### config.mk
export PLATFORM = sky130hd
export DESIGN_NAME = hgp_div
export DESIGN_NICKNAME = d
export VERILOG_FILES = /design/src/design/hgp_div.sv
export SDC_FILE = /design/constraint.sdc
export NUM_CORES = 2
export LEC_CHECK = 0
export BUFFER_PORTS_ARGS = -buffer_cell sky130_fd_sc_hd__clkbuf_2
export CORE_AREA = 5 5 441 486
export DETAILED_ROUTE_END_ITERATION = 6
export DIE_AREA = 0 0 446 491
export GPL_TIMING_DRIVEN = 0
export HOLD_SLACK_MARGIN = 0.1
export PLACE_DENSITY = 0.87
export SLEW_MARGIN = 20
export SYNTH_ARGS = -nofsm -noshare
export SYNTH_HDL_FRONTEND = slang
export SYNTH_SLANG_ARGS = --single-unit
### constraint.sdc
create_clock -name clock -period 3.6 [get_ports clock]
set_clock_uncertainty 0.1 [all_clocks]
set_input_delay 0.54 -clock clock [delete_from_list [all_inputs] [get_ports clock]]
set_output_delay 0.54 -clock clock [all_outputs]
set_load 0.01 [all_outputs]
### src/design/hgp_div.sv
// hgp_div: two-lane pipelined restoring divider, one quotient bit per stage.
// Standalone; carries a sideband word alongside each transaction.
module hgp_div #(
   parameter int NW = 29,
   parameter int DW = 13,
   parameter int SW = 1
) (
   input  logic          clock,
   input  logic          reset,
   input  logic          en,
   input  logic          in_valid,
   input  logic [NW-1:0] in_num_a,
   input  logic [NW-1:0] in_num_b,
   input  logic [DW-1:0] den_a,
   input  logic [DW-1:0] den_b,
   input  logic [SW-1:0] in_sb,
   output logic          out_valid,
   output logic [NW-1:0] out_quo_a,
   output logic [NW-1:0] out_quo_b,
   output logic [DW-1:0] out_rem_a,
   output logic [DW-1:0] out_rem_b,
   output logic [SW-1:0] out_sb
);

   logic          valid_ff  [NW];
   logic [NW-1:0] word_a_ff [NW];
   logic [NW-1:0] word_b_ff [NW];
   logic [DW-1:0] rem_a_ff  [NW];
   logic [DW-1:0] rem_b_ff  [NW];
   logic [SW-1:0] sb_ff     [NW];

   function automatic logic [DW:0] div_step(input logic [DW-1:0] rem, input logic nbit,
                                            input logic [DW-1:0] den);
      logic [DW:0] trial;
      logic [DW:0] diff;
      trial = {rem, nbit};
      diff  = trial - {1'b0, den};
      if (trial >= {1'b0, den}) begin
         return {1'b1, diff[DW-1:0]};
      end else begin
         return {1'b0, trial[DW-1:0]};
      end
   endfunction

   genvar k;
   generate
      for (k = 0; k < NW; k++) begin : g_stage
         logic          src_valid;
         logic [NW-1:0] src_a;
         logic [NW-1:0] src_b;
         logic [DW-1:0] src_ra;
         logic [DW-1:0] src_rb;
         logic [SW-1:0] src_sb;
         logic [DW:0]   step_a_in;
         logic [DW:0]   step_b_in;

         if (k == 0) begin : g_first
            assign src_valid = in_valid;
            assign src_a     = in_num_a;
            assign src_b     = in_num_b;
            assign src_ra    = '0;
            assign src_rb    = '0;
            assign src_sb    = in_sb;
         end else begin : g_next
            assign src_valid = valid_ff[k-1];
            assign src_a     = word_a_ff[k-1];
            assign src_b     = word_b_ff[k-1];
            assign src_ra    = rem_a_ff[k-1];
            assign src_rb    = rem_b_ff[k-1];
            assign src_sb    = sb_ff[k-1];
         end

         assign step_a_in = div_step(src_ra, src_a[NW-1], den_a);
         assign step_b_in = div_step(src_rb, src_b[NW-1], den_b);

         always_ff @(posedge clock) begin
            if (reset) begin
               valid_ff[k] <= 1'b0;
            end else if (en) begin
               valid_ff[k] <= src_valid;
            end
         end

         always_ff @(posedge clock) begin
            if (en) begin
               word_a_ff[k] <= {src_a[NW-2:0], step_a_in[DW]};
               word_b_ff[k] <= {src_b[NW-2:0], step_b_in[DW]};
               rem_a_ff[k]  <= step_a_in[DW-1:0];
               rem_b_ff[k]  <= step_b_in[DW-1:0];
               sb_ff[k]     <= src_sb;
            end
         end
      end
   endgenerate

   assign out_valid = valid_ff[NW-1];
   assign out_quo_a = word_a_ff[NW-1];
   assign out_quo_b = word_b_ff[NW-1];
   assign out_rem_a = rem_a_ff[NW-1];
   assign out_rem_b = rem_b_ff[NW-1];
   assign out_sb    = sb_ff[NW-1];

endmodule

==> impl_metrics.toml <==
[synth]
yosys_warnings = 0
synth-main-ff-cell = "edfxtp_1"
synth_top_cell_by_area = "edfxtp_1"
synth_top_area_share_pct = 63.41
synth_top_family_by_area = "compound AO/OA/AOI/OAI gates"
synth_edf_count = 2494
synthXorXnorAreaFrac_pct = 3.300
netlist_area_mm2 = 0.1181
syn_nets = 9223
seq_area_frac_synth_pct = 63.41
yosys-top-cells-area = "edfxtp_1, ha_1, mux2_2"
synth.most_common_cell = "edfxtp_1"
synthSimpleGateAreaFrac_pct = 7.371
avgSynthCellArea_um2 = 14.15
synth_common_cells = "edfxtp_1, ha_1, a21oi_1, nor2_1, mux2_2"
ys_ff_latch = 2494
syn_inst = 8346
ys_types = 82
async_reset_ff_share_pct = 0
synthAdderAreaFrac_pct = 8.703
muxShareOfSynthArea_pct = 5.483
synth_compound_area_share_pct = 10.37

[clocking]
cts_buffers = 238
insertion_delay_ns = 0.88
htreeDepth = 4
cts.path.max_buffers = 3
cts_tree = "done"
cts-root-buf = "clkbuf_16"
cts_sinks = 2494
path_clk_slew_ns = 0.07

[cells_and_area]
utilization_pct = 63.59
fin_nets = 9756
fill_cells = 14650
synthToLayoutAreaGrowth_pct = 12.28
drive_above_1_share_pct = 13.52

[outcome]
violations = "design-rule violations"
outcome = "finished, violations left"

[floorplanning]
die_x_um = 446
core_mm2 = 0.2085
num_rows = 176
start_util_pct = 56.64
ios = 175
die_h_um = 491
die_area_mm2 = 0.2190

[place]
dp.final_hpwl_um = 147400
place_ws_ns = -1.441
gp_congestion = 0.8672
portBuffers = 174

[timing]
fin_crit_sh_pct = 97.08
setup_viol = 0
setup_slack_ns = 0.1052
finalHoldViolations = 0
period_minus_slack_ns = 3.495
max_slew_margin_pct = 26.13
rsz0062_at_grt = "false"
max_freq_mhz = 286.1
tns_ns = 0
worstMarginPinSlew_ns = 1.094
final_max_slew_viol_count = 0

[route]
wl_per_cell_um = 19.50
wl_um = 231100
firstDrtPassIters = 7
drc = 1
drtIter0Drc = 5524
vias = 69980
ant_nets = 0
vias_per_cell = 5.907

[global_route]
grt_max_degree = 109
grt_pass1_wl_um = 367200
grt_util_all_layers_pct = 20.69
grt_pass1_vias = 69570
grt_overflow = 0
grt_antenna_before_repair = 8

[worst_setup_path]
worstSetupPathType = "flip-flop to flip-flop"
critPathRequiredTime_ns = 4.12
start_kind = "flip-flop"
r2r_setup_slack_ns = 0.11
cp.arrival_ns = 4.02
worstSetupEndpointType = "flip-flop"
crit_fanout = 10

[flow_run]
maxCapViolCount = 0

[power_and_ir_drop]
ir_worst_vdd_v = 0.0004909
p_leak_nw = 49.33
powerDensity_mw_per_mm2 = 845.3

[hold_path]
hold_path_class = "primary input to flip-flop"
cell families after synthesis:
logic type               count (synthesis)
flip-flops                            2494
AO/OA/AOI/OAI                         1899
AND/OR/NAND/NOR                       1742
adder cells (fa/ha/maj)                788
multiplexers                           584
XOR/XNOR                               445
buffers and inverters                  394
stage by stage:
| stage | area, um^2 | instances | power [mW] | hold slack, ns |
|---|---|---|---|---|
| after floorplan | 118100 | 8346 | 75.60 | 0.3003 |
| after global placement | 122400 | 11280 | 84.90 | 0.3001 |
| after detailed placement | 123700 | 11330 | 86.02 | 0.3045 |
| after CTS | 132500 | 11840 | 112.2 | 0.1051 |
| after global routing | 132600 | 11850 | 118.7 | 0.1694 |
| final | 132600 | 11850 | 112.1 | 0.1780 |
path summary, 6_finish.rpt:
path | cells after the start | start | end
setup / recovery | 11 | word_b_ff[1][28] | rem_b_ff[2][12]
hold / removal | 2 | en | rem_b_ff[0][1]
setup reg to reg | 11 | word_b_ff[1][28] | rem_b_ff[2][12]
hold reg to reg | 0 | word_a_ff[7][15] | word_a_ff[8][16]
worst max-delay path, cell delays in order, from the launching register on:
cell and delay, ns:
edfxtp_1 0.33, inv_1 0.06, ha_1 0.21, fa_1 0.42
nor2b_1 0.18, o21ai_1 0.14, a2111oi_0 0.63, nor4_1 0.10
o21ai_0 0.18, a211o_1 0.31, buf_6 0.22, mux2_2 0.36
registers in the layout (all words and copies together) (netlist names):
register and cells:
rem_a_ff 377, rem_b_ff 377, word_a_ff 841, sb_ff 29, valid_ff 29, word_b_ff 841
routing by layer:
| layer | global-route usage (%) | wire length (um) | vias to the layer above |
|---|---|---|---|
| met5 | 0 | 39 | - |
| met4 | 7.809 | 8276 | 6 |
| met3 | 3.101 | 12470 | 623 |
| met2 | 34.40 | 111800 | 2171 |
| met1 | 27.78 | 98510 | 33810 |
| li1 | - | - | 33370 |
area by class of cell:
type                            count  area [um^2]  share of cell area (%)
Sequential cell                  2494        74890                   56.47
Tap cell                         2759         3452                   2.603
Clock buffer                      277         6230                   4.698
Clock inverter                    169         1804                   1.360
Antenna cell                        3        7.507                0.005661
Inverter                          270         1069                  0.8057
Buffer                            124        599.3                  0.4519
Timing Repair Buffer              293         2933                   2.211
Multi-Input combinational cell   5458        41630                   31.39
timing repair:
item / 4_1_cts / 5_1_grt
buffers inserted: 0 / 2
setup endpoints to repair: 388 / 88
pin swaps: 0 / 1
endpoints found under the hold margin: 98 / 0
gates resized for setup: 0 / 6
hold buffers: 66 / 0
gates cloned: 4 / 1
report_power, final:
| group | internal (mW) | switching, mW | total, mW |
|---|---|---|---|
| logic | 19.9 | 23.4 | 43.3 |
| registers | 40.6 | 2.93 | 43.5 |
| clock network | 14.6 | 10.7 | 25.3 |
layout by cell type, fill, tap and decap left out, drive strengths merged, types with 165 or more instances in the layout:
master	synthesis	layout
a21oi	532	532
clkbuf	75	526
edfxtp	2494	2494
ha	732	732
inv	270	283
mux2	468	468
nand2	378	378
nor2	443	443
nor3	169	169
o21a	165	165
o21ai	455	455
xnor2	264	264
xor2	181	181
(Power assumes the default switching activity.)
