`src/design/hgp_pkg.sv`:
```
// hgp_pkg: shared types, widths and constants for the hex grid pick block.
// No dependencies; compile first.
package hgp_pkg;

   localparam int FRAC_BITS_DEF = 16;
   localparam int CELL_BITS_DEF = 12;

   localparam int PTR_W   = 12;
   localparam int CSR_W   = 16;
   localparam int IDX_W   = 2;
   localparam int SCR_W   = 13;
   localparam int PITCH_W = 17;
   localparam int TRI_W   = 19;
   localparam int HP_W    = 18;
   localparam int DIV_DW  = 19;
   localparam int LIM_W   = 34;
   localparam int DX_W    = 22;
   localparam int SQ_W    = 2 * DX_W;
   localparam int D2_W    = SQ_W + 1;
   localparam int NCAND   = 9;

   localparam logic [CSR_W-1:0] RADIUS_RST = 16'd6554;
   localparam logic [CSR_W-1:0] GAP_RST    = 16'd328;
   localparam logic [SCR_W-1:0] SCREEN_RST = 13'd700;

   localparam longint SQRT3_Q30 = 64'sd1859775393;

   typedef enum logic [IDX_W-1:0] {
      REG_HEX_RADIUS    = 2'd0,
      REG_HEX_GAP       = 2'd1,
      REG_SCREEN_WIDTH  = 2'd2,
      REG_SCREEN_HEIGHT = 2'd3
   } csr_idx_type;

   typedef struct packed {
      logic [TRI_W-1:0] tri_pitch;
      logic [HP_W-1:0]  row_pitch;
      logic [LIM_W-1:0] limit;
   } geo_type;

   typedef struct packed {
      logic pitch_zero;
      logic neg_x;
      logic neg_y;
   } div_sb_type;

   typedef struct packed {
      logic            hit;
      logic [D2_W-1:0] dsq;
   } cand_type;

   function automatic longint sqrt3_fix(input int frac);
      return (SQRT3_Q30 + (longint'(1) << (29 - frac))) >>> (30 - frac);
   endfunction

endpackage

```
`src/design/hgp_sel.sv`:
```
// hgp_sel: picks the nearest hit among nine candidates and range-checks the winner.
// Depends on hgp_pkg; three register stages, the last is the response register.
module hgp_sel #(
   parameter int QN        = 30,
   parameter int CELL_BITS = hgp_pkg::CELL_BITS_DEF
) (
   input  logic                        clock,
   input  logic                        reset,
   input  logic                        en,
   input  logic                        in_valid,
   input  logic                        in_pz,
   input  logic signed [QN:0]          in_col,
   input  logic signed [QN:0]          in_row,
   input  hgp_pkg::cand_type           in_cand [hgp_pkg::NCAND],
   output logic                        out_valid,
   output logic                        out_found,
   output logic signed [CELL_BITS-1:0] out_col,
   output logic signed [CELL_BITS-1:0] out_row
);
   import hgp_pkg::*;

   function automatic logic better(input cand_type b, input cand_type a);
      return b.hit && (!a.hit || (b.dsq < a.dsq));
   endfunction

   cand_type           f_best_in [3];
   logic [1:0]         f_kr_in   [3];
   logic               f_valid_ff, f_pz_ff;
   logic signed [QN:0] f_col_ff, f_row_ff;
   cand_type           f_best_ff [3];
   logic [1:0]         f_kr_ff   [3];

   logic               g_hit_in;
   logic [1:0]         g_kc_in, g_kr_in;
   logic               g_valid_ff, g_pz_ff, g_hit_ff;
   logic signed [QN:0] g_col_ff, g_row_ff;
   logic [1:0]         g_kc_ff, g_kr_ff;

   logic [QN+1:0]          col_w, row_w;
   logic                   found_in;
   logic [CELL_BITS-1:0]   col_in, row_in;
   logic                   h_valid_ff, h_found_ff;
   logic [CELL_BITS-1:0]   h_col_ff, h_row_ff;

   always_comb begin
      for (int c = 0; c < 3; c++) begin
         f_best_in[c] = in_cand[3*c];
         f_kr_in[c]   = 2'd0;
         for (int r = 1; r < 3; r++) begin
            if (better(in_cand[3*c+r], f_best_in[c])) begin
               f_best_in[c] = in_cand[3*c+r];
               f_kr_in[c]   = 2'(r);
            end
         end
      end
   end

   always_comb begin
      cand_type best;
      best    = f_best_ff[0];
      g_kc_in = 2'd0;
      g_kr_in = f_kr_ff[0];
      for (int c = 1; c < 3; c++) begin
         if (better(f_best_ff[c], best)) begin
            best    = f_best_ff[c];
            g_kc_in = 2'(c);
            g_kr_in = f_kr_ff[c];
         end
      end
      g_hit_in = best.hit;
   end

   always_comb begin
      logic [QN+1-(CELL_BITS-1):0] hi_c, hi_r;
      logic                        fit_c, fit_r;
      col_w = {g_col_ff[QN], g_col_ff} + (QN+2)'(g_kc_ff) - (QN+2)'(1);
      row_w = {g_row_ff[QN], g_row_ff} + (QN+2)'(g_kr_ff) - (QN+2)'(1);
      hi_c  = col_w[QN+1:CELL_BITS-1];
      hi_r  = row_w[QN+1:CELL_BITS-1];
      fit_c = (&hi_c) || !(|hi_c);
      fit_r = (&hi_r) || !(|hi_r);
      found_in = g_hit_ff && !g_pz_ff && fit_c && fit_r;
      col_in   = found_in ? col_w[CELL_BITS-1:0] : '0;
      row_in   = found_in ? row_w[CELL_BITS-1:0] : '0;
   end

   always_ff @(posedge clock) begin
      if (reset) begin
         f_valid_ff <= 1'b0;
         g_valid_ff <= 1'b0;
         h_valid_ff <= 1'b0;
      end else if (en) begin
         f_valid_ff <= in_valid;
         g_valid_ff <= f_valid_ff;
         h_valid_ff <= g_valid_ff;
      end
   end

   always_ff @(posedge clock) begin
      if (en) begin
         f_pz_ff    <= in_pz;
         f_col_ff   <= in_col;
         f_row_ff   <= in_row;
         f_best_ff  <= f_best_in;
         f_kr_ff    <= f_kr_in;
         g_pz_ff    <= f_pz_ff;
         g_col_ff   <= f_col_ff;
         g_row_ff   <= f_row_ff;
         g_hit_ff   <= g_hit_in;
         g_kc_ff    <= g_kc_in;
         g_kr_ff    <= g_kr_in;
         h_found_ff <= found_in;
         h_col_ff   <= col_in;
         h_row_ff   <= row_in;
      end
   end

   assign out_valid = h_valid_ff;
   assign out_found = h_found_ff;
   assign out_col   = signed'(h_col_ff);
   assign out_row   = signed'(h_row_ff);

endmodule

```
`config.mk`:
```
export PLATFORM = sky130hd
export DESIGN_NAME = hgp_sel
export DESIGN_NICKNAME = d
export VERILOG_FILES = /design/src/design/hgp_pkg.sv /design/src/design/hgp_sel.sv
export SDC_FILE = /design/constraint.sdc
export NUM_CORES = 1
export LEC_CHECK = 0
export BUFFER_PORTS_ARGS = -buffer_cell sky130_fd_sc_hd__buf_4
export CAP_MARGIN = 20
export CORE_ASPECT_RATIO = 2
export CORE_UTILIZATION = 55
export DETAILED_ROUTE_END_ITERATION = 16
export PLACE_DENSITY = 0.8
export SLEW_MARGIN = 20
export SYNTH_ARGS = -nofsm -noshare
export SYNTH_HDL_FRONTEND = slang
export SYNTH_SLANG_ARGS = --single-unit
```
`constraint.sdc`:
```
create_clock -name clock -period 17.6 [get_ports clock]
set_input_delay 3.52 -clock clock [delete_from_list [all_inputs] [get_ports clock]]
set_output_delay 3.52 -clock clock [all_outputs]
set_load 0.005 [all_outputs]
```
==> results.toml <==
[finish]
final_cell_mix = "buf_4 (517), ha_1 (416), inv_1 (359)"
drive_gt1_share_pct = 20.5
area_delta_synth_final_pct = 21.3
final_nets = 3915
multiInputGateArea_mm2 = 0.0148
regArea_mm2 = 0.00907
fillCellCount = 3632
final_cell_area_mm2 = 0.0309
final_common_cell = "buf_4"

[power]
internal_power_w = 0.00163
clock_power_share_pct = 27.4
pwr-share-comb_pct = 34.3
seq_power_share_pct = 38.4
power_density_mw_per_mm2 = 78.4
p_sw_w = 0.000795
p_leak_nw = 15.3
netSwitchingFraction_pct = 32.9
peakVddDrop_mv = 0.0897

[sta]
report.final.slew_viol_count = 0
whs_ns = 0.413
max-slew-margin-rel_pct = 25.1
fin_crit_ns = 9.73
setup_tns_ns = 0
worst_pin_slew_ns = 1.12
period_share_pct = 55.3
rsz0062_at_grt = "no"
fin_skew_ns = 0.0109
hold_violations = 0
max_freq_mhz = 103
setup_viol = 0

[yosys]
synth_warnings = 0
synth-seq-area-share_pct = 35.6
avgSynthCellArea_um2 = 10.1
synth.distinct_cells = 84
ys_ff_latch = 303
synth_nets = 3425
async_reset_ff_share_pct = 0
synth_ff_type = "edfxtp_1"
synth_edf_count = 300
syn_inst = 2526
synth_area_mm2 = 0.0255

[placed_design]
routabilityCongestion = 0.977
io_buffers = 506
hpwl_mm = 70.1
placed_cell_area_mm2 = 0.0298

[global_route]
grt_pass1_vias = 22521
grt_pass1_wl_mm = 122
grt_usage_pct = 34.4
antenna_found_initial = 17
grt_max_degree = 92
overflow = 0

[drt]
wl_met3_mm = 3.85
first_pass_iters = 5
first_iter_violations = 1050
wl_met2_mm = 44.8
drc = 0
routedWlPerCell_um = 22.9
met1_length_mm = 26.9
vias = 21707
postRouteAntennaNets = 0
highest_layer = "met4"
wirelength_mm = 83.0
viasPerCell = 6.00

[setup_path]
crit_path_cell_trace = "buf_4 > ha_1 > a21o_1 > a21o_1 > a21oi_1 > o21ai_0 > a2111oi_0 > o2111a_1 > nor2_4 > buf_4 > mux2i_1 > ha_1 > nand4_1 > nor4_1 > nand3_1 > nor3_1 > o21ai_0 > a31oi_1 > a211oi_1 > o21a_1 > o21ai_4 > buf_4 > nor2_1 > a21oi_1"
cp.arrival_ns = 10.10
cpMostUsedCell = "buf_4"
cp_slowest_stage_delay_ns = 0.75
critPathMaxFanout = 61
critPathLaunchType = "primary input"
critPathSlowestCell = "a2111oi_0"
critPathBufInv = 3
end_kind = "register"
critical_path_required_ns = 17.97
crit_family = "compound AO/OA/AOI/OAI gates"
critical_path_class = "primary input to register"

[status]
status = "completed"

[clock_network]
clock_sinks = 303
holdBufCountCts = 0
cts_setup_buffers = 0
clock_latency_ns = 0.58
cts_root_buf = "clkbuf_16"
cts_buffer_depth = 3
cts_tree = "done"
htreeDepth = 1
cts_buffers = 29
cts-resized-gates = 0
cts.clk_slew.worst_paths_ns = 0.07

[worst_hold_path]
holdCritPathClass = "register to register"

[floorplan]
die_w_um = 154
boundaryPins = 507
chipHeight_um = 306
die_area_mm2 = 0.0472
start_util_pct = 55.7
rows = 111
design.core.area_mm2 = 0.0457

[job]
maxCapViolCount = 0
-- logic make-up after synthesis --
family          count (synthesis)  share of synthesized area [%]
flops                         303                           35.6
fa+ha+maj                     418                           20.6
compound gates                593                           15.5
buf+inv                       420                           6.41
xor+xnor                       39                           1.34
mux                           279                           11.0
simple gates                  474                           9.50
-- flip-flops by register name (all words and copies together), names as in the netlist, 2 cells and up --
| register | flops |
|---|---|
| f_best_ff | 138 |
| f_col_ff | 31 |
| f_row_ff | 31 |
| g_col_ff | 31 |
| g_row_ff | 31 |
| out_col | 12 |
| out_row | 12 |
| f_kr_ff | 6 |
| g_kc_ff | 2 |
| g_kr_ff | 2 |
-- through the flow --
| step | setup slack, ns | utilization, % | power [W] | cells |
|---|---|---|---|---|
| floorplan | 9.18 | - | 0.00143 | 2526 |
| global placement | 7.33 | 65.3 | 0.00173 | 3549 |
| finish | 7.87 | 67.6 | 0.00242 | 3619 |
| detailed placement | 7.15 | 65.3 | 0.00176 | 3549 |
| CTS | 7.75 | 67.5 | 0.00242 | 3601 |
| global route | 7.47 | 67.6 | 0.00253 | 3618 |
-- worst reg2reg max path: stages (launching register included) --
cell       delay, ns
edfxtp_1        0.49
ha_1            0.35
nand4_1         0.13
or2_2           0.37
a21oi_1         0.13
o2111ai_1       0.26
o21a_1          0.29
o21ai_4         0.88
buf_4           0.52
mux2i_1         0.69
ha_1            0.37
nor2b_1         0.13
o21ai_0         0.13
nand2b_1        0.07
a21oi_1         0.13
o21ai_0         0.11
a21oi_1         0.19
o21ai_0         0.10
nor3_1          0.24
o31a_1          0.37
mux2_2          0.38
-- power groups by stage --
stage	Combinational (W)	Sequential, W	Clock [W]
after floorplan	0.000517	0.000917	0
after global placement	0.000785	0.000942	0
after detailed placement	0.000817	0.000943	0
after CTS	0.000822	0.000929	0.000670
after global routing	0.000909	0.000933	0.000692
final	0.000830	0.000929	0.000662
-- cells in the mapped netlist, types with 5 or more instances --
| cell type | number | share of area, % |
|---|---|---|
| o21a_1 | 18 | 0.53 |
| or3_1 | 11 | 0.27 |
| edfxtp_1 | 300 | 35 |
| o21ai_1 | 5 | 0.098 |
| mux2i_1 | 270 | 11 |
| a211oi_2 | 18 | 0.88 |
| nor4_1 | 17 | 0.42 |
| or4_1 | 6 | 0.18 |
| o211ai_1 | 19 | 0.56 |
| a21o_1 | 143 | 4.2 |
| a2111oi_0 | 6 | 0.21 |
| nor2b_1 | 22 | 0.54 |
| nand2_1 | 92 | 1.4 |
| clkbuf_1 | 33 | 0.49 |
| a211oi_1 | 22 | 0.65 |
| a221oi_1 | 6 | 0.21 |
| nor3_1 | 24 | 0.47 |
| nand2b_1 | 27 | 0.66 |
| buf_2 | 20 | 0.39 |
| o21ai_0 | 84 | 1.7 |
| a31oi_1 | 10 | 0.25 |
| a21oi_1 | 198 | 3.9 |
| nor2_1 | 127 | 1.9 |
| nand4_1 | 78 | 1.9 |
| and3_1 | 11 | 0.27 |
| and2_1 | 6 | 0.15 |
| xnor2_1 | 18 | 0.62 |
| inv_1 | 359 | 5.3 |
| xor2_1 | 21 | 0.72 |
| mux2_2 | 8 | 0.35 |
| ha_1 | 416 | 20 |
| o21bai_1 | 7 | 0.21 |
| nand3_1 | 27 | 0.53 |
-- final timing paths --
path,depth (start not counted),startpoint,slack [ns],endpoint
worst max-delay path,24,in_cand[214],7.87,f_best_ff[71]$_DFFE_PP_
worst max register to register,20,f_best_ff[66]$_DFFE_PP_,11.00,g_kr_ff[1]$_DFFE_PP_
worst min register to register,0,f_col_ff[11]$_DFFE_PP_,0.41,g_col_ff[11]$_DFFE_PP_
worst min-delay path,0,f_col_ff[11]$_DFFE_PP_,0.41,g_col_ff[11]$_DFFE_PP_
-- cell type report --
class,instances,area share (%)
repair buffers,520,12.7
flip-flops and latches,303,29.4
diodes,17,0.138
clock buffers,32,2.39
inverters,359,4.36
multi-input cells,1803,48.0
well taps,565,2.29
clock inverters,20,0.798
-- metal layers --
layer / vias up / track usage [%]
met5: - / 0
met4: 0 / 29.1
met3: 284 / 4.64
met2: 751 / 66.1
met1: 10341 / 31.3
li1: 10331 / -
(Power assumes the default switching activity.)
